File: src/design/imh_pkg.sv
// ----------------------------------------------------------------------------
// imh_pkg
// Types, codes and controller operations shared by the indexed min-heap.
// ----------------------------------------------------------------------------
`timescale 1ns / 1ps

package imh_pkg;

  localparam logic [2:0] CMD_PUSH   = 3'd0;
  localparam logic [2:0] CMD_UPDATE = 3'd1;
  localparam logic [2:0] CMD_POP    = 3'd2;
  localparam logic [2:0] CMD_CLEAR  = 3'd3;
  localparam logic [2:0] CMD_QUERY  = 3'd4;

  localparam logic [2:0] ST_OK      = 3'd0;
  localparam logic [2:0] ST_EMPTY   = 3'd1;
  localparam logic [2:0] ST_ABSENT  = 3'd2;
  localparam logic [2:0] ST_PRESENT = 3'd3;
  localparam logic [2:0] ST_RANGE   = 3'd4;

  localparam int ID_COUNT = 256;

  localparam logic [4:0] OP_NONE      = 5'd0;
  localparam logic [4:0] OP_PUSH_INIT = 5'd1;
  localparam logic [4:0] OP_POS_RD    = 5'd2;
  localparam logic [4:0] OP_UPD_INIT  = 5'd3;
  localparam logic [4:0] OP_TOP_RD    = 5'd4;
  localparam logic [4:0] OP_POP_TOP   = 5'd5;
  localparam logic [4:0] OP_POP_LAST  = 5'd6;
  localparam logic [4:0] OP_CLEAR     = 5'd7;
  localparam logic [4:0] OP_UP_RD     = 5'd8;
  localparam logic [4:0] OP_UP_MOVE   = 5'd9;
  localparam logic [4:0] OP_DN_RD     = 5'd10;
  localparam logic [4:0] OP_DN_LEFT   = 5'd11;
  localparam logic [4:0] OP_DN_MOVE   = 5'd12;
  localparam logic [4:0] OP_WRITE     = 5'd13;
  localparam logic [4:0] OP_FIN_RD    = 5'd14;
  localparam logic [4:0] OP_FIN_TOP   = 5'd15;
  localparam logic [4:0] OP_FIN_OUT   = 5'd16;

  typedef struct packed {
    logic [2:0]         command;
    logic [7:0]         element_id;
    logic signed [31:0] priority_req;
  } req_t;

  typedef struct packed {
    logic [2:0]         status;
    logic               heap_empty;
    logic [8:0]         entry_count;
    logic [7:0]         top_element;
    logic signed [31:0] top_priority;
    logic               found;
    logic signed [31:0] found_priority;
  } rsp_t;

  typedef logic [8:0] cfg_t;

  typedef struct packed {
    logic [4:0] op;
    logic       decode;
    logic       latch;
  } ctl_t;

  typedef struct packed {
    logic [2:0] cmd;
    logic       in_range;
    logic       present;
    logic       empty;
    logic       full;
    logic       single;
    logic       root;
    logic       has_left;
    logic       up_less;
    logic       dn_moves;
    logic       do_down;
    logic       out_free;
  } stat_t;

endpackage

File: src/design/imh_ctrl.sv
// ----------------------------------------------------------------------------
// imh_ctrl
// Command sequencer: decodes a request and steps the datapath through the
// sift loops one memory access at a time.
// ----------------------------------------------------------------------------
`timescale 1ns / 1ps

module imh_ctrl (
  input  logic            clk_i,
  input  logic            rst_ni,
  input  logic            req_valid_i,
  output logic            req_ready_o,
  input  imh_pkg::stat_t  st_i,
  output imh_pkg::ctl_t   ctl_o
);

  localparam logic [3:0] S_IDLE     = 4'd0;
  localparam logic [3:0] S_DECODE   = 4'd1;
  localparam logic [3:0] S_UPD      = 4'd2;
  localparam logic [3:0] S_POP_TOP  = 4'd3;
  localparam logic [3:0] S_POP_LAST = 4'd4;
  localparam logic [3:0] S_UP       = 4'd5;
  localparam logic [3:0] S_UP_CMP   = 4'd6;
  localparam logic [3:0] S_DN       = 4'd7;
  localparam logic [3:0] S_DN_L     = 4'd8;
  localparam logic [3:0] S_DN_R     = 4'd9;
  localparam logic [3:0] S_WR       = 4'd10;
  localparam logic [3:0] S_FIN      = 4'd11;
  localparam logic [3:0] S_FIN_TOP  = 4'd12;
  localparam logic [3:0] S_FIN_OUT  = 4'd13;

  logic [3:0] state_q, state_d;

  always_comb begin
    state_d     = state_q;
    ctl_o       = '0;
    ctl_o.op    = imh_pkg::OP_NONE;
    req_ready_o = 1'b0;
    case (state_q)
      S_IDLE: begin
        req_ready_o = 1'b1;
        if (req_valid_i) begin
          ctl_o.latch = 1'b1;
          state_d     = S_DECODE;
        end
      end
      S_DECODE: begin
        ctl_o.decode = 1'b1;
        state_d      = S_FIN;
        case (st_i.cmd)
          imh_pkg::CMD_PUSH: begin
            if (st_i.in_range && !st_i.present && !st_i.full) begin
              ctl_o.op = imh_pkg::OP_PUSH_INIT;
              state_d  = S_UP;
            end
          end
          imh_pkg::CMD_UPDATE: begin
            if (st_i.in_range && st_i.present) begin
              ctl_o.op = imh_pkg::OP_POS_RD;
              state_d  = S_UPD;
            end
          end
          imh_pkg::CMD_POP: begin
            if (!st_i.empty) begin
              ctl_o.op = imh_pkg::OP_TOP_RD;
              state_d  = S_POP_TOP;
            end
          end
          imh_pkg::CMD_CLEAR: begin
            ctl_o.op = imh_pkg::OP_CLEAR;
          end
          default: begin
            ctl_o.op = imh_pkg::OP_NONE;
          end
        endcase
      end
      S_UPD: begin
        ctl_o.op = imh_pkg::OP_UPD_INIT;
        state_d  = S_UP;
      end
      S_POP_TOP: begin
        ctl_o.op = imh_pkg::OP_POP_TOP;
        state_d  = S_POP_LAST;
      end
      S_POP_LAST: begin
        ctl_o.op = imh_pkg::OP_POP_LAST;
        state_d  = st_i.single ? S_FIN : S_DN;
      end
      S_UP: begin
        if (st_i.root) begin
          state_d = st_i.do_down ? S_DN : S_WR;
        end else begin
          ctl_o.op = imh_pkg::OP_UP_RD;
          state_d  = S_UP_CMP;
        end
      end
      S_UP_CMP: begin
        if (st_i.up_less) begin
          ctl_o.op = imh_pkg::OP_UP_MOVE;
          state_d  = S_UP;
        end else begin
          state_d = st_i.do_down ? S_DN : S_WR;
        end
      end
      S_DN: begin
        if (st_i.has_left) begin
          ctl_o.op = imh_pkg::OP_DN_RD;
          state_d  = S_DN_L;
        end else begin
          state_d = S_WR;
        end
      end
      S_DN_L: begin
        ctl_o.op = imh_pkg::OP_DN_LEFT;
        state_d  = S_DN_R;
      end
      S_DN_R: begin
        if (st_i.dn_moves) begin
          ctl_o.op = imh_pkg::OP_DN_MOVE;
          state_d  = S_DN;
        end else begin
          state_d = S_WR;
        end
      end
      S_WR: begin
        ctl_o.op = imh_pkg::OP_WRITE;
        state_d  = S_FIN;
      end
      S_FIN: begin
        ctl_o.op = imh_pkg::OP_FIN_RD;
        state_d  = S_FIN_TOP;
      end
      S_FIN_TOP: begin
        ctl_o.op = imh_pkg::OP_FIN_TOP;
        state_d  = S_FIN_OUT;
      end
      S_FIN_OUT: begin
        if (st_i.out_free) begin
          ctl_o.op = imh_pkg::OP_FIN_OUT;
          state_d  = S_IDLE;
        end
      end
      default: begin
        state_d = S_IDLE;
      end
    endcase
  end

  always_ff @(posedge clk_i or negedge rst_ni) begin
    if (!rst_ni) begin
      state_q <= S_IDLE;
    end else begin
      state_q <= state_d;
    end
  end

endmodule

File: config.mk
export PLATFORM = sky130hd
export DESIGN_NAME = imh_ctrl
export DESIGN_NICKNAME = d
export VERILOG_FILES = /design/src/design/imh_pkg.sv /design/src/design/imh_ctrl.sv
export SDC_FILE = /design/constraint.sdc
export NUM_CORES = 1
export LEC_CHECK = 0
export BUFFER_PORTS_ARGS = -buffer_cell sky130_fd_sc_hd__buf_2
export CORE_UTILIZATION = 45
export DETAILED_ROUTE_END_ITERATION = 12
export HOLD_SLACK_MARGIN = 0.05
export PLACE_DENSITY = 0.74
export SETUP_SLACK_MARGIN = 0.15
export SLEW_MARGIN = 20
export SYNTH_ARGS = -nofsm -noshare
export SYNTH_HDL_FRONTEND = slang
export SYNTH_SLANG_ARGS = --single-unit
File: constraint.sdc
create_clock -name clk_i -period 2.45 [get_ports clk_i]
set_input_delay 0.3675 -clock clk_i [delete_from_list [all_inputs] [get_ports clk_i]]
set_output_delay 0.3675 -clock clk_i [all_outputs]
set_load 0.1 [all_outputs]
==> reports/results.ini, run 1 <==
[status]
status = finished, final reports clean

[finish]
layout_common_cells = buf_2 (21), nand2_1 (10)
nFillCells = 127
fin_cells = 133
final_cell_area_sq_um = 914.6
layout_commonest_cell = buf_2
final_core_utilization_pct = 66.94
top_register = state_q
reg_top3 = state_q: 4 flops
largest_reg_flops = 4
syn2layout_area_growth_pct = 32.43
layout.nets = 136
antennaDiodeCount = 0
drive_gt1_share_pct = 39.83

[yosys]
synthSimpleGateAreaFrac_pct = 30.07
synth_fa_ha_area_share_pct = 0
ys_async_sr_fraction_pct = 100.0
synth-xor-area-share_pct = 1.268
synth-compound-area-share_pct = 38.59
syn_area_sq_um = 690.7
synth_edf_count = 0
ys_ff_latch = 4
synth_warnings = 0
ys_seq_area_share_pct = 14.49
synth_fp_nets = 107
synth.top_cell.area_share_pct = 14.49
syn-instance-count = 90
synth_cell_type_count = 41
yosysTopAreaCell = dfrtp_1
synthMuxAreaShare_pct = 1.449
ys.flop_type = dfrtp_1
netlist_top_cells_area = dfrtp_1 (14%), buf_6 (8.2%), nand2_1 (5.4%)
avgSynthCellArea_sq_um = 7.674
synth_top_family_by_area = compound AO/OA/AOI/OAI gates

[sta]
rsz0062_at_grt = no
setup_viol = 0
fin_crit_ns = 2.244
fin_ws_ns = 0.2060
fmax_mhz = 445.6
report.final.slew_viol_count = 0
worst_slew_pin_slew_ns = 0.4889
fin_crit_sh_pct = 91.59
finalHoldViolations = 0
maxSlewHeadroom_pct = 67.63
clock_skew_ns = 0.01429

[place]
io_buffer_count = 24
placed_cell_area_sq_um = 860.8
globalplace.congestion = 0.8701
post-place-ws_ns = 0.3531
hpwl_microns = 1498
dp_cells = 126

[clock_network]
clk_root_buffer_cell = clkbuf_4
clock_sinks = 4
cts.htree.levels = 1
worstSkewPairLatency_ns = 0.24
clockBufferDepth = 2
cts_buffers = 3
path_clk_slew_ns = 0.05
cts_tree = yes

[worst_setup_path]
cp.arrival_ns = 1.88
rr_worst_depth = 4
cp.required_ns = 2.08
r2r_start = state_q[1]
crit_path_max_fanout = 11
r2r_slack_ns = 0.97
critPathKind = flop to primary output
r2r-end = state_q[0]
crit_end = ctl_o[2]
cp-start-kind = flop
end_kind = primary output
crit_start = state_q[1]

[grt]
overflow = 0
track_usage_pct = 27.14
grt_pass1_wl_microns = 2987
grt_pass1_vias = 720
antenna_found_initial = 0
grt_max_degree = 14

[drt]
num_vias = 825
drcViolationCount = 0
totalWireLength_microns = 1940
vias_per_cell = 6.203
drt_first_iter_violations = 24
ant_nets = 0
wire_per_inst_microns = 14.59
firstDrtPassIters = 5

[floorplanning]
dieArea_sq_mm = 0.001695
core_area_sq_mm = 0.001366
dieWidth_microns = 41.18
rows = 13
die_h_microns = 41.18
start_util_pct = 50.55
ios = 25

[hold_path]
hold_class = input pin to async pin

[flow_run]
max_cap_viol_count = 0

[critical path, cell delays in order, from the launching register on]
cell and delay, ns:
dfrtp_2 0.50, nor4b_4 0.34, nand3b_1 0.16, or2_4 0.26
o211ai_1 0.15, buf_12 0.22
[synth_stat cells (2+ instances only)]
cell type  number
nor2_1          7
nor3b_1         2
a21oi_1         6
nand2_1        10
buf_4           2
nand2b_1        2
dfrtp_1         4
o211ai_1        2
inv_1           7
o22ai_1         4
o21bai_1        2
buf_6           5
o2111ai_1       2
nand3_1         3
o21ai_0         6
[what timing repair did]
item | CTS | global route
hold buffers | 1 | 0
gates cloned | 0 | 0
setup buffers | 1 | 1
hold endpoints to repair | 4 | 0
pin swaps | 1 | 0
resized for setup | 1 | 2
endpoints found under the setup margin | 1 | 2
[kinds of logic (layout without fill, tap and decap cells)]
group | Yosys count | in the layout
AO/OA/AOI/OAI | 36 | 36
AND/OR/NAND/NOR | 34 | 34
buffers and inverters | 14 | 42
flip-flops | 4 | 4
XOR/XNOR | 1 | 1
multiplexers | 1 | 1
[worst min path at each step]
stage | from | end
after floorplan | rst_ni | state_q[0]
after global placement | rst_ni | state_q[2]
after detailed placement | rst_ni | state_q[2]
after CTS | rst_ni | state_q[1]
after global routing | rst_ni | state_q[1]
final | rst_ni | state_q[1]
[per-layer routing]
metal / GRT usage, % / vias to the layer above / part of all wire (%)
met4: 9.677 / 0 / 0.67
met3: 5.435 / 2 / 5.1
met1: 30.87 / 390 / 42
li1: - / 403 / -
met5: 0 / - / 0
met2: 49.22 / 30 / 52
[metrics by stage]
stage          hold WS, ns  setup TNS [ns]
2_1_floorplan      0.07191          -1.727
3_3_place_gp        0.1711               0
3_5_place_dp        0.1789               0
4_1_cts             0.4554               0
5_1_grt             0.4745               0
6_report            0.4637               0
[layout make-up]
cell class | count | area [sq um] | share of cell area (%)
Sequential cell | 4 | 103.9 | 11.35
Tap cell | 15 | 18.77 | 2.052
Timing Repair Buffer | 31 | 220.2 | 24.08
Multi-Input combinational cell | 72 | 519.2 | 56.77
Inverter | 7 | 26.28 | 2.873
Clock buffer | 4 | 26.28 | 2.873
Power of run 1 is left out: the tool's default activity adds up to more than one toggle a clock period on the data nets, which glitch-free logic cannot reach.
==> inputs of run 2 (changes only) <==
--- a/constraint.sdc
+++ b/constraint.sdc
@@ -3,2 +3,2 @@
 set_output_delay 0.3675 -clock clk_i [all_outputs]
-set_load 0.1 [all_outputs]
+set_load 0.01 [all_outputs]
==> reports/results.ini, run 2 (synthesis gave the netlist of run 1 again) <==
[drt]
firstDrtPassIters = 4
vias_per_cell = 6.115
ant_nets = 0
drt_first_iter_violations = 28
num_vias = 795
totalWireLength_microns = 1770
wire_per_inst_microns = 13.62
drcViolationCount = 0

[sta]
clock_skew_ns = 0.002486
fmax_mhz = 474.0
report.final.slew_viol_count = 0
worst_slew_pin_slew_ns = 0.3680
fin_crit_sh_pct = 86.12
maxSlewHeadroom_pct = 75.24
finalHoldViolations = 0
fin_crit_ns = 2.110
timing.setup.tns_ns = 0
setup_viol = 0
timing.hold.ws_ns = 0.4692
rsz0062_at_grt = no

[finish]
layout.nets = 134
fin_cells = 130
layout_commonest_cell = buf_2
drive_gt1_share_pct = 33.04
syn2layout_area_growth_pct = 18.84
largest_reg_flops = 4
final_core_utilization_pct = 60.07
top_register = state_q
antennaDiodeCount = 0
nFillCells = 135
layout_common_cells = buf_2 (24), nand2_1 (10), inv_1 (7), nor2_1 (7)
final_cell_area_sq_um = 820.8
reg_top3 = state_q: 4 flops

[flow_run]
max_cap_viol_count = 0

[pwr]
power.ir.vdd_worst_mv = 0.6724
power-per-cell-area_mw_per_mm2 = 1257
leakage_nw = 0.3852

[worst_setup_path]
r2r-end = state_q[0]
end_kind = primary output
critPathKind = flop to primary output
rr_worst_depth = 4
cp_cell_sequence = nor4b_4, nand3b_1, or2_2, o211ai_1, buf_2
critPathMaxStageDelay_ns = 0.44
cp.arrival_ns = 1.74
crit_path_max_fanout = 4
cp.required_ns = 2.08
slowest_stage = dfrtp_1
r2r_start = state_q[1]
cp-start-kind = flop
r2r_slack_ns = 0.93

[clock_network]
clock_sinks = 4
cts.htree.levels = 1
cts_tree = yes
clockBufferDepth = 2
clk_root_buffer_cell = clkbuf_4
post_cts_buffers = 0
cts_buffers = 3
cts_resized = 0
worstSkewPairLatency_ns = 0.23
path_clk_slew_ns = 0.04

[grt]
overflow = 0
grt_pass1_vias = 646
antenna_found_initial = 0
track_usage_pct = 25.11
grt_pass1_wl_microns = 2787
grt_max_degree = 23

[floorplanning]
rows = 13
start_util_pct = 50.55
ios = 25
dieWidth_microns = 41.18
die_h_microns = 41.18
dieArea_sq_mm = 0.001695
core_area_sq_mm = 0.001366

[place]
placed_cell_area_sq_um = 788.3
hpwl_microns = 1336
globalplace.congestion = 0.8879
io_buffer_count = 24
dp_cells = 126

[hold_path]
hold_class = input pin to async pin

[status]
status = finished, final reports clean

run 2: cell types whose count changed in the layout (fill, tap and decap cells not counted), moves of 2 or more:
cell,change
dfrtp_1,+3
dfrtp_2,-3
buf_2,+3
buf_4,-2
buf_12,-3
run 2: worst max-delay path by stage:
stage,startpoint,end,slack [ns]
2_1_floorplan,state_q[1],ctl_o[2],0.72
3_3_place_gp,st_i[12],ctl_o[3],0.50
3_5_place_dp,st_i[12],ctl_o[3],0.49
4_1_cts,state_q[1],ctl_o[2],0.34
5_1_grt,state_q[1],ctl_o[2],0.26
6_report,state_q[1],ctl_o[2],0.34
run 2: what timing repair did:
action / CTS / global route
endpoints found under the setup margin: 0 / 0
hold endpoints to repair: 4 / 0
hold buffers: 1 / 0
run 2: report_power, final:
group / switching [mW] / total [mW] / internal (mW)
Sequential: 0.0374 / 0.141 / 0.104
Clock: 0.0264 / 0.0812 / 0.0548
Combinational: 0.462 / 0.809 / 0.347
run 2: per-layer routing:
| layer | GRT usage [%] | vias up | wire [microns] |
|---|---|---|---|
| met3 | 6.522 | 0 | 107 |
| met4 | 4.839 | 0 | 0 |
| met2 | 39.06 | 36 | 851 |
| li1 | - | 397 | - |
| met1 | 34.62 | 362 | 810 |
| met5 | 0 | - | 0 |
run 2: worst max-delay path: cells and delay by family (launching register included):
| kind | cells | cell delay, ns |
|---|---|---|
| flip-flops | 1 | 0.44 |
| AND/OR/NAND/NOR | 3 | 0.81 |
| buffers and inverters | 1 | 0.15 |
| AO/OA/AOI/OAI | 1 | 0.09 |
run 2: layout make-up:
cell class                 instances  area [sq um]  area share (%)
multi-input combinational         72         493.0           60.06
timing repair buffer              29         160.2           19.51
sequential                         4         100.1           12.20
inverter                           7         26.28           3.201
clock buffer                       3         22.52           2.744
tap                               15         18.77           2.287
run 2: stage by stage:
stage,worst slack (ns),power (mW)
2_1_floorplan,0.7173,0.8097
3_5_place_dp,0.4876,0.9411
4_1_cts,0.3431,1.035
3_3_place_gp,0.4995,0.9385
5_1_grt,0.2557,1.133
6_report,0.3401,1.032
Power figures use the tool's default switching activity.
==> inputs of run 3 (changes only) <==
CTS_BUF_LIST = sky130_fd_sc_hd__clkbuf_8 sky130_fd_sc_hd__clkbuf_16   (was default)
==> reports/results.ini, run 3 (synthesis gave the netlist of run 1 again) <==
[grt]
grt_pass1_wl_microns = 2773
grt_pass1_vias = 638
grt_max_degree = 23
antenna_found_initial = 0
track_usage_pct = 25.70
overflow = 0

[sta]
fin_crit_ns = 2.061
maxSlewHeadroom_pct = 75.11
worst_slew_pin_slew_ns = 0.3699
report.final.slew_viol_count = 0
timing.hold.ws_ns = 0.4772
clock_skew_ns = 0.004387
fin_crit_sh_pct = 84.13
fin_ws_ns = 0.3889
timing.setup.tns_ns = 0
rsz0062_at_grt = no
fmax_mhz = 485.2
setup_viol = 0
finalHoldViolations = 0

[worst_setup_path]
slowest_stage = dfrtp_1
cp.required_ns = 2.08
path_buf_inv = 1
end_kind = primary output
cp.arrival_ns = 1.69
critPathKind = flop to primary output
cp_top_family = simple AND/OR/NAND/NOR gates
cp_cell_sequence = nor4b_4, nand3b_1, or2_2, o211ai_1, buf_2
cp-start-kind = flop
critPathMaxStageDelay_ns = 0.43
crit_path_max_fanout = 4

[pwr]
power_frac_seq_pct = 12.8
p_clk_share_pct = 13.4
power.ir.vdd_worst_mv = 0.6743
leakage_nw = 0.3930
p_comb_share_pct = 73.9
internal_power_mw = 0.5565
p_sw_mw = 0.5408
swShare_pct = 49.28
power-per-cell-area_mw_per_mm2 = 1307

[finish]
drive_gt1_share_pct = 33.04
multi_input_area_sq_um = 493.0
antennaDiodeCount = 0
syn2layout_area_growth_pct = 21.56
layout.nets = 134
largest_reg_flops = 4
nFillCells = 127
top_register = state_q
layout_common_cells = buf_2 (24), nand2_1 (10), inv_1 (7), nor2_1 (7)
reg_top3 = state_q: 4 flops
final_cell_area_sq_um = 839.6
regArea_sq_um = 100.1
layout_commonest_cell = buf_2

[clock_network]
clk_root_buffer_cell = clkbuf_8
clock_sinks = 4
post_cts_buffers = 0
worstSkewPairLatency_ns = 0.23
cts_tree = yes
path_clk_slew_ns = 0.04
cts.htree.levels = 1
cts_resized = 0
cts_buffers = 3
cts_hold_repair.buffers = 1
clockBufferDepth = 2

[place]
post-place-ws_ns = 0.4876
io_buffer_count = 24
globalplace.congestion = 0.8879
placed_cell_area_sq_um = 788.3
hpwl_microns = 1336

[floorplanning]
core_area_sq_mm = 0.001366
dieWidth_microns = 41.18
rows = 13
start_util_pct = 50.55
die_h_microns = 41.18
ios = 25
dieArea_sq_mm = 0.001695

[drt]
wire_per_inst_microns = 13.59
vias_per_cell = 6.185
ant_nets = 0
totalWireLength_microns = 1767
num_vias = 804
firstDrtPassIters = 4
drt_first_iter_violations = 27
drcViolationCount = 0

[hold_path]
hold_class = input pin to async pin

[flow_run]
max_cap_viol_count = 0

[status]
status = finished, final reports clean

[run 3: path summary, 6_finish.rpt]
check / startpoint / endpoint / cells after the start / slack, ns
worst max-delay path: state_q[1] / ctl_o[2] / 5 / 0.39
worst min-delay path: rst_ni / state_q[2] / 2 / 0.48
min in group clk_i: st_i[11] / state_q[3] / 3 / 0.53
worst max register to register: state_q[1] / state_q[0] / 4 / 0.95
max in group asynchronous: rst_ni / state_q[0] / 2 / 1.85
worst min register to register: state_q[3] / state_q[3] / 3 / 0.71
[run 3: final cells by class]
| class | instances | area share (%) |
|---|---|---|
| Timing Repair Buffer | 29 | 19.08 |
| Multi-Input combinational cell | 72 | 58.72 |
| Clock buffer | 3 | 4.918 |
| Tap cell | 15 | 2.235 |
| Sequential cell | 4 | 11.92 |
| Inverter | 7 | 3.130 |
[run 3: power groups by stage]
| stage | clock (mW) | sequential [mW] | combinational (mW) |
|---|---|---|---|
| 6_report | 0.147 | 0.140 | 0.811 |
| 5_1_grt | 0.152 | 0.146 | 0.894 |
| 4_1_cts | 0.147 | 0.140 | 0.807 |
| 3_5_place_dp | 0 | 0.140 | 0.801 |
| 3_3_place_gp | 0 | 0.140 | 0.799 |
| 2_1_floorplan | 0 | 0.141 | 0.669 |
[run 3: stage by stage]
step / power (mW) / cells / util [%]
3_3_place_gp: 0.9385 / 126 / 57.69
2_1_floorplan: 0.8097 / 90 / -
6_report: 1.097 / 130 / 61.45
5_1_grt: 1.193 / 130 / 61.45
3_5_place_dp: 0.9411 / 126 / 57.69
4_1_cts: 1.094 / 130 / 61.45
[run 3: layer usage]
layer,global-route usage [%],share of wire (%),up-vias
li1,-,-,396
met1,34.41,47,367
met2,37.89,46,36
met3,6.522,5.9,5
met4,12.10,1.8,0
met5,0,0,-
